File: src/rtl/bank_mapper_with_cycle_irq_counter_assert.svh
// Assertion macros for the bank mapper
`ifndef BANK_MAPPER_WITH_CYCLE_IRQ_COUNTER_ASSERT_SVH
`define BANK_MAPPER_WITH_CYCLE_IRQ_COUNTER_ASSERT_SVH

// check a condition in the same cycle
`define BMAP_ASSERT_NOW(label, ante, cons) \
  label: assert property (@(posedge clk_i) disable iff (!rst_ni) (ante) |-> (cons)) \
    else $error("bank mapper assertion failed");

// check a condition in the next cycle
`define BMAP_ASSERT_NEXT(label, ante, cons) \
  label: assert property (@(posedge clk_i) disable iff (!rst_ni) (ante) |=> (cons)) \
    else $error("bank mapper assertion failed");

`endif

File: src/rtl/bmap_pkg.sv
// Types and constants for the bank mapper
`default_nettype none

package bmap_pkg;

  typedef enum logic [4:0] {
    SEL_CHR0   = 5'h11,
    SEL_CHR1   = 5'h13,
    SEL_CHR2   = 5'h15,
    SEL_CHR3   = 5'h17,
    SEL_CNT_LO = 5'h18,
    SEL_CNT_HI = 5'h19,
    SEL_CTRL   = 5'h1B,
    SEL_MIRROR = 5'h1D,
    SEL_PRG    = 5'h1F
  } reg_sel_e;

  localparam logic CFG_CHR_MAX = 1'b0;
  localparam logic CFG_PRG_MAX = 1'b1;

  localparam logic [7:0]  BANK_MAX_RST = 8'hFF;
  localparam logic [15:0] CNT_RELOAD   = 16'hFFFF;
  localparam int unsigned CTRL_EN_BIT  = 4;

  function automatic logic [7:0] clamp_bank(input logic [7:0] v, input logic [7:0] max);
    return (v > max) ? (v & max) : v;
  endfunction

endpackage

`default_nettype wire

File: src/rtl/bank_mapper_with_cycle_irq_counter.sv
// Bank mapper with CPU-cycle IRQ down-counter
// Flow: an input register feeds the state registers; a request waits there while a
//   result is held unread, and otherwise updates the state registers and result.
// Throughput: one request per cycle while out_ready_i is high, as the state registers
//   double as the result register, so requests stream back to back.
// Reset: all bank, mirror and counter state clears to zero, no result pending,
//   and both bank maxima return to 255.
`default_nettype none

`include "bank_mapper_with_cycle_irq_counter_assert.svh"

module bank_mapper_with_cycle_irq_counter
  import bmap_pkg::*;
(
  input  wire logic        clk_i,
  input  wire logic        rst_ni,
  input  wire logic        cfg_we_i,
  input  wire logic        cfg_index_i,
  input  wire logic [7:0]  cfg_data_i,
  input  wire logic        in_valid_i,
  output logic             in_ready_o,
  input  wire logic        cmd_i,
  input  wire logic [15:0] bus_address_i,
  input  wire logic [7:0]  write_data_i,
  output logic             out_valid_o,
  input  wire logic        out_ready_i,
  output logic             irq_line_o,
  output logic [7:0]       chr_bank_0_o,
  output logic [7:0]       chr_bank_1_o,
  output logic [7:0]       chr_bank_2_o,
  output logic [7:0]       chr_bank_3_o,
  output logic [7:0]       prg_bank_o,
  output logic [1:0]       mirror_mode_o
);

  logic        req_valid_q;
  logic        cmd_q;
  logic [15:0] addr_q;
  logic [7:0]  data_q;
  logic        out_valid_q;
  logic        advance;

  logic [7:0]  chr_max_q, prg_max_q;
  logic [7:0]  chr_q [4];
  logic [7:0]  chr_d [4];
  logic [7:0]  prg_q, prg_d;
  logic [1:0]  mirror_q, mirror_d;
  logic [15:0] cnt_q, cnt_d;
  logic        flip_q, flip_d;
  logic        en_q, en_d;
  logic        delay_q, delay_d;
  logic        pending_q, pending_d;
  logic [15:0] cnt_dec;

  assign advance    = req_valid_q && (!out_valid_q || out_ready_i);
  assign in_ready_o = !req_valid_q || advance;
  assign cnt_dec    = cnt_q - 16'd1;

  always_comb begin
    chr_d     = chr_q;
    prg_d     = prg_q;
    mirror_d  = mirror_q;
    cnt_d     = cnt_q;
    flip_d    = flip_q;
    en_d      = en_q;
    delay_d   = delay_q;
    pending_d = pending_q;
    if (cmd_q) begin
      if (delay_q) begin
        delay_d   = 1'b0;
        pending_d = 1'b1;
      end
      if (en_q && (cnt_q != 16'd0)) begin
        if (cnt_dec == 16'd0) begin
          en_d    = 1'b0;
          cnt_d   = CNT_RELOAD;
          delay_d = 1'b1;
        end else begin
          cnt_d = cnt_dec;
        end
      end
    end else begin
      case (addr_q[15:11])
        SEL_CHR0: chr_d[0] = clamp_bank(data_q, chr_max_q);
        SEL_CHR1: chr_d[1] = clamp_bank(data_q, chr_max_q);
        SEL_CHR2: chr_d[2] = clamp_bank(data_q, chr_max_q);
        SEL_CHR3: chr_d[3] = clamp_bank(data_q, chr_max_q);
        SEL_CNT_LO, SEL_CNT_HI: begin
          flip_d = !flip_q;
          if (!flip_q) begin
            cnt_d = {data_q, cnt_q[7:0]};
          end else begin
            cnt_d = {cnt_q[15:8], data_q};
          end
        end
        SEL_CTRL: begin
          flip_d    = 1'b0;
          en_d      = data_q[CTRL_EN_BIT];
          pending_d = 1'b0;
        end
        SEL_MIRROR: mirror_d = data_q[1:0];
        SEL_PRG:    prg_d    = clamp_bank(data_q, prg_max_q);
        default: ;
      endcase
    end
  end

  // hold the request until the state stage takes it
  always_ff @(posedge clk_i or negedge rst_ni) begin
    if (!rst_ni) begin
      req_valid_q <= 1'b0;
    end else if (in_ready_o) begin
      req_valid_q <= in_valid_i;
    end
  end

  always_ff @(posedge clk_i) begin
    if (in_ready_o && in_valid_i) begin
      cmd_q  <= cmd_i;
      addr_q <= bus_address_i;
      data_q <= write_data_i;
    end
  end

  always_ff @(posedge clk_i or negedge rst_ni) begin
    if (!rst_ni) begin
      chr_max_q <= BANK_MAX_RST;
      prg_max_q <= BANK_MAX_RST;
    end else if (cfg_we_i) begin
      if (cfg_index_i == CFG_CHR_MAX) begin
        chr_max_q <= cfg_data_i;
      end else begin
        prg_max_q <= cfg_data_i;
      end
    end
  end

  // advance state; the state registers double as the result register
  always_ff @(posedge clk_i or negedge rst_ni) begin
    if (!rst_ni) begin
      out_valid_q <= 1'b0;
      chr_q       <= '{default: 8'd0};
      prg_q       <= 8'd0;
      mirror_q    <= 2'd0;
      cnt_q       <= 16'd0;
      flip_q      <= 1'b0;
      en_q        <= 1'b0;
      delay_q     <= 1'b0;
      pending_q   <= 1'b0;
    end else begin
      if (advance) begin
        out_valid_q <= 1'b1;
        chr_q       <= chr_d;
        prg_q       <= prg_d;
        mirror_q    <= mirror_d;
        cnt_q       <= cnt_d;
        flip_q      <= flip_d;
        en_q        <= en_d;
        delay_q     <= delay_d;
        pending_q   <= pending_d;
      end else if (out_ready_i) begin
        out_valid_q <= 1'b0;
      end
    end
  end

  assign out_valid_o   = out_valid_q;
  assign irq_line_o    = pending_q;
  assign chr_bank_0_o  = chr_q[0];
  assign chr_bank_1_o  = chr_q[1];
  assign chr_bank_2_o  = chr_q[2];
  assign chr_bank_3_o  = chr_q[3];
  assign prg_bank_o    = prg_q;
  assign mirror_mode_o = mirror_q;

  `BMAP_ASSERT_NEXT(a_cnt_expire, advance && cmd_q && en_q && (cnt_q == 16'd1), delay_q && !en_q && (cnt_q == CNT_RELOAD))
  `BMAP_ASSERT_NEXT(a_delay_raise, advance && cmd_q && delay_q, pending_q)
  `BMAP_ASSERT_NOW(a_ack_only, $fell(pending_q), $past(advance && !cmd_q && (addr_q[15:11] == SEL_CTRL)))
  `BMAP_ASSERT_NEXT(a_hold_state, !advance, $stable(cnt_q) && $stable(pending_q))

endmodule

`default_nettype wire
File: config.mk
export PLATFORM = sky130hd
export DESIGN_NAME = bank_mapper_with_cycle_irq_counter
export DESIGN_NICKNAME = d
export VERILOG_FILES = /design/src/rtl/bmap_pkg.sv /design/src/rtl/bank_mapper_with_cycle_irq_counter.sv
export VERILOG_INCLUDE_DIRS = /design/src /design/src/rtl
export SDC_FILE = /design/constraint.sdc
export NUM_CORES = 1
export LEC_CHECK = 0
export BUFFER_PORTS_ARGS = -buffer_cell sky130_fd_sc_hd__buf_2
export CORE_ASPECT_RATIO = 0.7
export CORE_MARGIN = 4
export CORE_UTILIZATION = 35
export DETAILED_ROUTE_END_ITERATION = 7
export GPL_TIMING_DRIVEN = 0
export PLACE_DENSITY = 0.64
export SYNTH_ARGS = -nofsm -noshare
export SYNTH_HDL_FRONTEND = slang
export SYNTH_SLANG_ARGS = --single-unit
export TNS_END_PERCENT = 100
File: constraint.sdc
create_clock -name clk_i -period 4.2 [get_ports clk_i]
set_clock_uncertainty 0.05 [all_clocks]
set_input_delay 0.21 -clock clk_i [delete_from_list [all_inputs] [get_ports clk_i]]
set_output_delay 0.21 -clock clk_i [all_outputs]
set_load 0.03 [all_outputs]
Word level (Yosys, flattened, before mapping)
Cells that the tools add are included.
{"block": "word_totals", "register_bits": 105, "latch_bits": 0, "ram_bits": 0, "romBits": 0, "input_bits": 39, "out_inout_bits": 45, "wordCells": 88, "n_memories": 0}
{"block": "op_classes", "add_sub_neg": 1, "mul": 0, "n_div": 0, "magnitude_cmp": 2, "eq_ne": 13, "shifts": 0, "muxes": 19, "n_bitwise": 4, "reduce_logical": 30}
{"cell": "$mux 16", "count": 5}
{"cell": "$eq 5x5->1 const B", "count": 9}
{"cell": "$reduce_and 3->1", "count": 8}
{"cell": "$and 8x8->8", "count": 2}
{"cell": "$gt 8x8->1", "count": 2}
{"cell": "$logic_not 16->1", "count": 1}
{"cell": "$mux 8", "count": 2}
{"cell": "$reduce_bool 16->1", "count": 1}
{"cell": "$sub 16x1->16 const B", "count": 1}
{"cell": "$reduce_and 4->1", "count": 3}
{"cell": "$mux 1", "count": 11}
{"cell": "$reduce_bool 2->1", "count": 5}
{"cell": "$ne 2x1->1 const B", "count": 3}
{"cell": "$reduce_and 2->1", "count": 3}
{"cell": "$logic_and 1x1->1", "count": 3}
{"cell": "$logic_not 1->1", "count": 3}
{"cell": "$logic_or 1x1->1", "count": 2}
{"cell": "$ne 2x2->1 const B", "count": 1}
{"cell": "$not 1->1", "count": 2}
{"cell": "$pmux 1 s2", "count": 1}
{"cell": "$reduce_or 2->1", "count": 1}

Longest topological paths before layout
Gate-level depths: netlist of run 1.
{"block": "logic_depth", "depth_word": 5, "mapped_depth": 9, "ltp_nobuf": 8}

Worst setup path before layout of run 1
OpenSTA, ideal clock, no wires.
{"block": "synth_timing", "kind": "flip-flop to flip-flop", "start": "reg cnt_q[0]", "end": "reg cnt_q[7]", "setup_ns": 0.082, "arrival_time_ns": 2.459, "required_ns": 4.068, "path_slack_ns": 1.609, "stages_incl_launch_ff": 9, "n_path_buf": 0, "period_less_slack_ns": 2.591, "cell_sequence": "dfrtp_1 -> inv_1 -> ha_1 -> nor3b_2 -> xor2_1 -> a211o_2 -> a2111oi_4 -> nand2_4 -> a31oi_1"}
{"block": "synth_between", "elab_chain_len": 5, "word_cells_on_any_way": 9, "cone_classes": "1 x add/sub; 1 x eq/ne; 3 x mux; 4 x reduce/logical"}
{"element": "start: declaration", "line": "bank_mapper_with_cycle_irq_counter.sv:48", "text": "logic [15:0] cnt_q, cnt_d;"}
{"element": "start signal: assignment", "line": "bank_mapper_with_cycle_irq_counter.sv:156", "text": "cnt_q <= cnt_d;"}
{"element": "$sub 16x1->16", "line": "bank_mapper_with_cycle_irq_counter.sv:57", "text": "assign cnt_dec = cnt_q - 16'd1;"}
{"element": "$logic_not 16->1", "line": "bank_mapper_with_cycle_irq_counter.sv:74", "text": "if (cnt_dec == 16'd0) begin"}
{"element": "$mux 16", "line": "bank_mapper_with_cycle_irq_counter.sv:74"}
{"element": "$mux 16", "line": "bank_mapper_with_cycle_irq_counter.sv:73", "text": "if (en_q && (cnt_q != 16'd0)) begin"}
{"element": "$mux 16", "line": "bank_mapper_with_cycle_irq_counter.sv:68", "text": "if (cmd_q) begin"}
Parallel ways exist; a longest one is shown, timed or not. The select of a mux whose other input is x is not followed.
A chain may end at the register's enable or synchronous reset.

Worst setup path in the final report of run 1
{"block": "layout_timing", "start": "reg cnt_q[1]", "end": "reg cnt_q[14]"}
The elaborated chain is that of the path after synthesis.

==> results of run 1 <==
==> area by class of cell <==
class / count / area (um^2)
Sequential cell: 94 / 2440
Buffer: 18 / 110
Inverter: 19 / 71.3
Clock buffer: 11 / 233
Timing Repair Buffer: 86 / 520
Tap cell: 190 / 238
Fill cell: 1356 / 7920
Clock inverter: 5 / 33.8
Multi-Input combinational cell: 353 / 2350
==> worst max-delay path: cells and delay by family, from the launching register on <==
family	cells	cell delay [ns]
buf+inv	1	0.12
flops	1	0.44
fa+ha+maj	1	0.29
simple gates	2	0.70
xor+xnor	1	0.12
compound gates	3	1.31
==> layer usage <==
layer	part of all wire, %	GRT usage, %	vias up	wire length [um]
li1	-	-	1965	-
met1	46	22.5	1997	6110
met2	45	27.0	105	5940
met3	6.5	3.79	22	851
met4	2.0	6.72	0	267
met5	0	0	-	0
==> power by group through the flow <==
stage               combinational, mW  sequential (mW)  clock (mW)
floorplan                       0.467             1.41           0
global placement                0.864             1.26           0
detailed placement              0.890             1.26           0
CTS                             0.902             1.25       0.775
global route                    0.996             1.27       0.814
finish                          0.898             1.25       0.754
==> logic make-up after synthesis <==
family,share of synthesized area [%]
AO/OA/AOI/OAI,15.9
XOR/XNOR,2.11
adder cells (fa/ha/maj),8.56
buffers and inverters,3.65
flip-flops,49.1
multiplexers,2.87
AND/OR/NAND/NOR,17.8
==> Yosys cell counts (all sizes together) (3+ instances only) <==
cell     n  area [um^2]
clkbuf  11         42.5
mux2i    3         30.0
buf      5         45.0
nand3b   3         22.5
nor2b    4         25.0
nor2    69          259
inv     19         71.3
nor4b    6         71.3
or2      3         18.8
xor2     7         61.3
dfrtp   64         1600
and2     4         25.0
nand3   24          120
a31oi   50          313
ha      34          425
a21oi    3         15.0
mux2    10          113
a22oi    8         60.1
xnor2    5         43.8
nor3b    6         50.1
o21ai   33          165
o21a     6         45.0
nor3     9         45.0
edfxtp  14          420
nand4    9         56.3
nand2b   3         18.8
a21o     8         60.1
dfstp   16          420
nand2   24         97.6
==> worst min-delay path by stage <==
stage / startpoint / to / slack (ns) / cells after the start
2_1_floorplan: rst_ni / chr_bank_0_o[0] / -0.14 / 0
3_3_place_gp: cmd_i / cmd_q / 0.34 / 1
3_5_place_dp: rst_ni / prg_bank_o[7] / 0.1 / 1
4_1_cts: bus_address_i[12] / addr_q[12] / 0.0003 / 1
5_1_grt: write_data_i[3] / data_q[3] / 0.002 / 1
6_report: bus_address_i[14] / addr_q[14] / 0.02 / 1
==> per-stage QoR <==
step	std cells	total power [mW]
detailed placement	747	2.15
floorplan	484	1.87
global placement	746	2.12
finish	776	2.90
CTS	774	2.92
global route	776	3.08
==> summary.txt, run 1 <==
Floorplan
  • Die H: about 110 um
  • Die W: 150 um
  • Row count: 36
  • Die Footprint: 0.0162 mm^2
  • I/O pin count: 84
  • Core ar.: roughly 0.014 mm^2
  • Initial Util: between 30% and 40%

Clocking
  • CTS H-Tree Depth: 3
  • CTS tree: done
  • Clk_lat worst skew: around 0.34 ns
  • Clk pin slew, worst setup/hold paths: roughly 0.060 ns
  • Post-cts gate resize count: 0
  • Post-CTS setup buffers: 0
  • CTS Buffer Depth: 2
  • Num Clock Sinks: 94
  • CTS Hold Bufs: 11
  • Root buf cell: clkbuf_16
  • CTS Buf Count: 9

Timing
  • Worst Hold Slack: ~0.021 ns
  • Tightest Pin Transition: 0.859 ns
  • Slew HR: 42.6%
  • RSZ-0062 raised after global routing: false
  • Final Max Tran Viols: 0
  • Fmax: roughly 320 MHz
  • Setup WS post-layout: 1.08 ns
  • Tmin final: about 3.1 ns
  • Final period utilization: 74.3%
  • Post-route setup TNS: 0 ns
  • Final Hold Fails: 0
  • Final setup fails: 0

Pwr
  • VDD IR max: 0.162 mV
  • Logic pwr share: between 30% and 40%
  • PwrDens: approximately 480 mW/mm^2
  • Internal power: 1.84 mW
  • Reg power frac: 43.0%
  • Leakage Power: around 2.7 nW
  • Clock Power Share: 26.0%
  • Switching share of power: about 36%
  • Psw: roughly 1.1 mW

Place
  • Hpwl dp: roughly 10000 um
  • I/O Buffers: 72
  • DP Area: around 0.0056 mm^2
  • Routability cong.: between 0.8 and 0.9
  • Setup Slack @ Placement: 1.11 ns

Drt
  • Via Count: about 4,100
  • Wire per inst: about 17 um
  • DRC: 0
  • Initial DRC Count: between 200 and 250
  • Vias per std cell: 5.27
  • Antenna Nets Post-Route: 0
  • Final wirelength: approximately 13,000 um
  • TritonRoute pass-1 iters: 5

Synthesis
  • Flops & latches, synth: 94
  • Ys async rst share: roughly 85%
  • Syn Nets: approximately 560
  • Post-synthesis instance area: just under 0.005 mm^2
  • Number of synthesized flops with an enable pin: 14
  • Post-synth cell types: 53
  • Sequential share of the synthesized area: 49.1%
  • Cell count after synthesis: around 480
  • Syn. warnings: 0
  • Synthesized area per cell: between 10 and 15 um^2
  • Synth Flop Type: dfrtp_1

Critical path
  • WP data arrival: roughly 3.3 ns
  • Critical R2R Launch: cnt_q[1]
  • Critical Path Source: cnt_q[1]
  • Cells along the critical path: inv_1 -> ha_1 -> nor3b_2 -> xor2_1 -> a211o_2 -> a2111oi_4 -> nand2_4 -> a31oi_1
  • Reg2reg setup slack: roughly 1.1 ns
  • End of the worst register-to-register path: cnt_q[14]
  • Worst-path fanout max: 10
  • CP max stage delay: around 0.75 ns
  • Crit end category: flip-flop
  • Register-to-Register Path Depth: 8
  • Setup crit end: cnt_q[14]
  • Worst Path Required: between 4 and 5 ns
  • Critical path class: reg2reg
  • Worst Setup Start Kind: flip-flop
  • CP max stage cell: a2111oi_4

Global routing
  • Largest net degree at the start of global routing: 58
  • Total GRT Usage: roughly 17%
  • Vias in the first global route: between 4,000 and 5,000
  • Antenna violations before repair: 1
  • Global-route wire length before repair: 21,500 um
  • Grt total ovfl: 0

Cells and area
  • Commonest non-fill, non-tap cell in the layout: buf_2
  • Cell area after layout: 0.00600 mm^2
  • Ant diodes: 0
  • Most flops, register: cnt_q
  • Max FFs per register: 16
  • Area Overhead vs Synth: 20.6%
  • Share of cells above drive strength 1: a little under a quarter
  • Commonest cells after routing, fill and taps aside: buf_2 (71), nor2_1 (69), dfrtp_1 (64)
  • Total Nets Final: around 650
  • Final cell utilization of the core: ~43%

Status
  • Outcome: finished, final reports clean

Run
  • Max-cap violations: 0

Worst hold path
  • Hold/Removal Path Class: in2reg
Power figures use the tool's default switching activity.
==> inputs of run 2 (changes only) <==
- clock period: 4.2 -> 2.9 ns (I/O delays scaled with it)
==> run 2 against run 1 <==
Clock power grew 45%. Combinational power grew 47%. Wire length grew 0.18%. Sequential power grew 45%. Via count grew 2.4%. Non-clock buffer count grew 12. Critical path depth grew 2. Setup slack lost 0.88 ns. Critical endpoint is now cnt_q[3].
==> summary.txt, run 2 (synthesized netlist as in run 1, its figures left out) <==
Global routing
  • Largest net degree at the start of global routing: 58 (unchanged)
  • Grt total ovfl: 0 (unchanged)
  • Antenna violations before repair: 1 (unchanged)
  • Total GRT Usage: 17.1% (+0.16 points)
  • Vias in the first global route: 4,280 (+1.5%)
  • Global-route wire length before repair: 21,800 um (+1.2%)

Cells and area
  • Max FFs per register: 16 (unchanged)
  • Commonest cells after routing, fill and taps aside: buf_2 (71), nor2_1 (69), dfrtp_1 (64)
  • Ant diodes: 0 (unchanged)
  • Share of cells above drive strength 1: 22.7% (+0.22 points)
  • Commonest non-fill, non-tap cell in the layout: buf_2
  • Area Overhead vs Synth: 22.9%
  • # fillers: 1,344 (-0.88%)
  • Most flops, register: cnt_q
  • Total Nets Final: 666 (+1.8%)

Timing
  • Tmin final: 2.70 ns (-0.418 ns)
  • Fmax: 370 MHz (+15%)
  • Tightest Pin Transition: 0.869 ns (+0.0105 ns)
  • Slew HR: 41.9% (-0.70 points)
  • Final setup fails: 0 (unchanged)
  • Final Max Tran Viols: 0 (unchanged)
  • RSZ-0062 raised after global routing: false
  • Final period utilization: 93.2% (+19 points)
  • Final Hold Fails: 0 (unchanged)
  • Setup WS post-layout: 0.198 ns (-0.882 ns)

Worst hold path
  • Hold/Removal Path Class: in2reg
  • Hold path depth: 3 (+2)

Drt
  • Final wirelength: 13,200 um (+0.18%)
  • Vias per std cell: 5.31 (+0.84%)
  • DRC: 0 (unchanged)
  • Via Count: 4,187 (+2.4%)
  • Antenna Nets Post-Route: 0 (unchanged)
  • TritonRoute pass-1 iters: 4 (-1)
  • Initial DRC Count: 225 (-5.9%)
  • Wire per inst: 16.7 um (-1.3%)

Place
  • Setup Slack @ Placement: -0.190 ns (-1.30 ns)
  • Hpwl dp: 9810 um (unchanged)
  • Routability cong.: 0.897 (unchanged)
  • I/O Buffers: 72 (unchanged)

Clocking
  • Root buf cell: clkbuf_16
  • CTS Buffer Depth: 2 (unchanged)
  • Num Clock Sinks: 94 (unchanged)
  • CTS Buf Count: 9 (unchanged)
  • Clk_lat worst skew: 0.35 ns (about the same)
  • CTS tree: done
  • Clk pin slew, worst setup/hold paths: 0.07 ns (about the same)
  • CTS H-Tree Depth: 3 (unchanged)

Critical path
  • Register-to-Register Path Depth: 10 (+2)
  • CP most frequent cell: buf_4
  • Critical path depth: 10 (+2)
  • Worst Setup Start Kind: flip-flop
  • Critical path class: reg2reg
  • Cells along the critical path: inv_1 -> ha_1 -> nor3b_4 -> nand4_1 -> xnor2_1 -> a2111oi_4 -> buf_4 -> buf_4 -> nor4b_1 -> nor3_1
  • Worst Path Required: 3.07 ns (-1.33 ns)
  • CP max stage cell: dfrtp_1
  • Crit end category: flip-flop
  • Top delay family on crit path: simple AND/OR/NAND/NOR gates
  • WP data arrival: 2.88 ns (-0.44 ns)
  • CP bufs+invs: 3 (+2)
  • Worst-path fanout max: 10 (unchanged)
  • CP max stage delay: 0.44 ns (-0.31 ns)

Floorplan
  • Initial Util: 35.7% (unchanged)
  • Die Footprint: 0.0162 mm^2 (unchanged)
  • Core ar.: 0.0139 mm^2 (unchanged)
  • Row count: 36 (unchanged)
  • Die H: 108 um (unchanged)
  • Die W: 150 um (unchanged)
  • I/O pin count: 84 (unchanged)

Pwr
  • VDD IR max: 0.236 mV (+46%)
  • PwrDens: 690 mW/mm^2 (+43%)
  • Leakage Power: 2.74 nW (+2.1%)
  • Overall Power: 4.22 mW (+46%)

Status
  • Outcome: finished, final reports clean

Run
  • Max-cap violations: 0 (unchanged)
run 2: final timing paths:
| kind | from | end | slack, ns |
|---|---|---|---|
| max in group asynchronous | rst_ni | chr_max_q[3] | 1.96 |
| min in group asynchronous | rst_ni | prg_bank_o[7] | 0.20 |
| hold / removal | cfg_data_i[2] | chr_max_q[2] | 0.01 |
| hold reg to reg | delay_q | delay_q | 0.46 |
| setup / recovery | cnt_q[1] | cnt_q[3] | 0.20 |
| setup reg to reg | cnt_q[1] | cnt_q[3] | 0.20 |
run 2: layout make-up:
class | instances | area (um^2) | share of cell area [%]
buffer | 18 | 110 | 1.80
clock buffer | 11 | 233 | 3.81
timing repair buffer | 98 | 631 | 10.3
sequential | 94 | 2440 | 40.0
clock inverter | 5 | 33.8 | 0.553
multi-input combinational | 353 | 2350 | 38.5
tap | 190 | 238 | 3.89
inverter | 19 | 71.3 | 1.17
run 2: report_power, final:
part           leakage [nW]  switching, mW  total, mW  internal, mW
combinational          1.50          0.832       1.32         0.485
sequential             1.11          0.201       1.81          1.61
clock                 0.135          0.507       1.09         0.586
total                  2.74           1.54       4.22          2.68
run 2: repair_timing:
item,CTS,global route
hold buffers,21,0
setup endpoints to repair,18,11
setup buffers,4,0
pin swaps,1,0
cloned,0,0
hold endpoints to repair,46,0
resized for setup,0,1
run 2: worst reg2reg max path, stage by stage, from the launching register on:
cell       delay [ns]
dfrtp_1          0.44
inv_1            0.13
ha_1             0.29
nor3b_4          0.40
nand4_1          0.17
xnor2_1          0.35
a2111oi_4        0.08
buf_4            0.18
buf_4            0.14
nor4b_1          0.28
nor3_1           0.08
run 2: per-layer routing:
metal / track usage [%] / up-vias / part of all wire, %
li1: - / 1986 / -
met1: 22.9 / 2051 / 47
met2: 27.3 / 121 / 45
met3: 3.75 / 29 / 5.9
met4: 6.53 / 0 / 2.4
met5: 0 / - / 0
run 2: through the flow:
stage / hold slack (ns) / instances / utilization (%) / TNS [ns] / instance area (um^2)
2_1_floorplan: -0.201 / 484 / - / 0 / 4970
3_3_place_gp: 0.277 / 746 / 40.0 / -2.35 / 5570
3_5_place_dp: 0.0334 / 747 / 40.2 / -2.22 / 5600
4_1_cts: 0.00894 / 788 / 43.9 / 0 / 6110
5_1_grt: 0.0229 / 788 / 43.9 / 0 / 6110
6_report: 0.0125 / 788 / 43.9 / 0 / 6110
==> inputs of run 3 (changes only) <==
- CELL_PAD_IN_SITES_DETAIL_PLACEMENT: unset -> 1
- CELL_PAD_IN_SITES_GLOBAL_PLACEMENT: unset -> 1
- PLACE_DENSITY: 0.64 -> 0.76
==> run 3 against run 2 <==
Cell area increased by 0.29%. Sequential power about the same. Maximum frequency fell by 2.8%. Setup slack got worse by 0.077 ns. Combinational power rose by 5%. Core utilization is 0.13 points higher. Count of clock-buffer cells in the layout did not move. Register-to-register slack got worse by 0.08 ns. First-iteration DRC count rose by 17%.
==> summary.txt, run 3 (synthesized netlist as in run 1, its figures left out) <==
Status
  • Outcome: finished, final reports clean

Cells and area
  • Cell area after layout: 0.00613 mm^2 (+0.29%)
  • # fillers: 1,597 (+19%)
  • Share of cells above drive strength 1: 23.4% (+0.63 points)
  • Multi-input logic area: 0.00236 mm^2 (+0.32%)
  • Commonest non-fill, non-tap cell in the layout: buf_2
  • Area Overhead vs Synth: 23.3%
  • Total Nets Final: 667 (+0.15%)
  • Max FFs per register: 16 (unchanged)
  • Final cell utilization of the core: 44.0% (+0.13 points)
  • Commonest cells after routing, fill and taps aside: buf_2 (71), nor2_1 (69), dfrtp_1 (64)
  • Most flops, register: cnt_q
  • Final std cells w/o fill: 789 (+0.13%)
  • Ant diodes: 0 (unchanged)
  • Storage element area: 0.00244 mm^2 (unchanged)

Global routing
  • Global-route wire length before repair: 25,000 um (+15%)
  • Grt total ovfl: 0 (unchanged)
  • Largest net degree at the start of global routing: 44 (-24%)
  • Vias in the first global route: 4,780 (+12%)
  • Total GRT Usage: 19.6% (+2.5 points)
  • Antenna violations before repair: 0 (-1)

Timing
  • Final period utilization: 95.8% (+2.7 points)
  • Final Max Tran Viols: 0 (unchanged)
  • Fmax: 360 MHz (-2.8%)
  • Tmin final: 2.78 ns (+0.0771 ns)
  • Post-route setup TNS: 0 ns (unchanged)
  • Final setup fails: 0 (unchanged)
  • Worst Hold Slack: 0.0100 ns (-0.00249 ns)
  • Slew HR: 39.0% (-2.9 points)
  • Final Hold Fails: 0 (unchanged)
  • Setup WS post-layout: 0.121 ns (-0.0771 ns)
  • Tightest Pin Transition: 0.912 ns (+0.0428 ns)

Critical path
  • Worst Path Required: 3.03 ns (-0.04 ns)
  • Critical path depth: 7 (-3)
  • CP max stage delay: 0.67 ns (+0.23 ns)
  • CP max stage cell: o21ai_0
  • Reg2reg setup slack: 0.12 ns (-0.08 ns)
  • CP bufs+invs: 0 (-3)
  • CP most frequent cell: o21a_1
  • End of the worst register-to-register path: chr_bank_1_o[4]
  • WP data arrival: 2.91 ns (+0.03 ns)
  • Top delay family on crit path: compound AO/OA/AOI/OAI gates
  • Critical path class: reg2reg
  • Setup crit end: chr_bank_1_o[4]
  • Critical Path Source: data_q[1]
  • Crit end category: flip-flop
  • Cells along the critical path: ha_1 -> nor2b_1 -> o21a_1 -> o21a_1 -> o21a_1 -> o21ai_0 -> a31oi_1
  • Register-to-Register Path Depth: 7 (-3)
  • Worst-path fanout max: 9 (-1)
  • Worst Setup Start Kind: flip-flop
  • Critical R2R Launch: data_q[1]

Clocking
  • CTS tree: done
  • CTS Buf Count: 9 (unchanged)
  • CTS Buffer Depth: 2 (unchanged)
  • CTS H-Tree Depth: 3 (unchanged)
  • Num Clock Sinks: 94 (unchanged)
  • Clk pin slew, worst setup/hold paths: 0.07 ns (about the same)
  • Clk_lat worst skew: 0.35 ns (about the same)
  • Root buf cell: clkbuf_16

Floorplan
  • Die W: 150 um (unchanged)
  • Die Footprint: 0.0162 mm^2 (unchanged)
  • Row count: 36 (unchanged)
  • Core ar.: 0.0139 mm^2 (unchanged)
  • Initial Util: 35.7% (unchanged)
  • I/O pin count: 84 (unchanged)
  • Die H: 108 um (unchanged)

Place
  • Routability cong.: 0.855 (-4.6%)
  • I/O Buffers: 72 (unchanged)
  • Dpl cells: 747 (unchanged)
  • DP Area: 0.00559 mm^2 (-0.13%)
  • Setup Slack @ Placement: -0.389 ns (-0.199 ns)
  • Hpwl dp: 11,100 um (+13%)

Drt
  • TritonRoute pass-1 iters: 4 (unchanged)
  • DRC: 0 (unchanged)
  • Vias per std cell: 5.44 (+2.4%)
  • Via Count: 4,295 (+2.6%)
  • Initial DRC Count: 264 (+17%)
  • Wire per inst: 19.3 um (+15%)
  • Antenna Nets Post-Route: 0 (unchanged)
  • Final wirelength: 15,300 um (+16%)

Pwr
  • PwrDens: 705 mW/mm^2 (+2.2%)
  • Leakage Power: 2.75 nW (+0.48%)
  • Overall Power: 4.32 mW (+2.5%)
  • VDD IR max: 0.298 mV (+26%)

Worst hold path
  • Hold/Removal Path Class: in2reg

Run
  • Max-cap violations: 0 (unchanged)
run 3: final cells by class:
class	instances	area share, %
clock inverters	5	0.531
inverters	19	1.16
multi-input cells	353	38.5
flip-flops and latches	94	39.8
repair buffers	99	10.3
clock buffers	11	3.96
well taps	190	3.88
plain buffers	18	1.82
run 3: worst min-delay path: cells and delay by family:
kind / cells / cell delay, ns
buffers and inverters: 1 / 0.12
AO/OA/AOI/OAI: 1 / 0.07
AND/OR/NAND/NOR: 1 / 0.05
run 3: how the worst min path moves through the flow:
stage	startpoint	endpoint	depth (start not counted)
after floorplan	rst_ni	chr_bank_0_o[0]	0
after global routing	cfg_data_i[0]	chr_max_q[0]	2
after global placement	cmd_i	cmd_q	1
after CTS	cfg_data_i[1]	chr_max_q[1]	3
after detailed placement	rst_ni	flip_q	1
final	cfg_data_i[1]	chr_max_q[1]	3
run 3: routing by layer:
metal / GRT usage [%] / routed length (um) / share of wire, % / vias to the layer above
li1: - / - / - / 1977
met1: 26.5 / 6960 / 46 / 2173
met2: 32.0 / 7240 / 47 / 121
met3: 4.38 / 821 / 5.4 / 24
met4: 4.77 / 233 / 1.5 / 0
met5: 0 / 0 / 0 / -
run 3: what timing repair did:
| item | CTS | global route |
|---|---|---|
| gates cloned | 0 | 0 |
| pin swaps | 1 | 0 |
| gates resized for setup | 0 | 4 |
| setup buffers | 2 | 3 |
| endpoints found under the setup margin | 18 | 18 |
| endpoints found under the hold margin | 50 | 0 |
| hold buffers | 21 | 0 |
run 3: where the power goes:
part | leakage (nW) | switching, mW | internal [mW] | total [mW]
sequential | 1.11 | 0.211 | 1.61 | 1.82
combinational | 1.51 | 0.878 | 0.501 | 1.38
clock | 0.136 | 0.521 | 0.606 | 1.13
total | 2.75 | 1.61 | 2.71 | 4.32
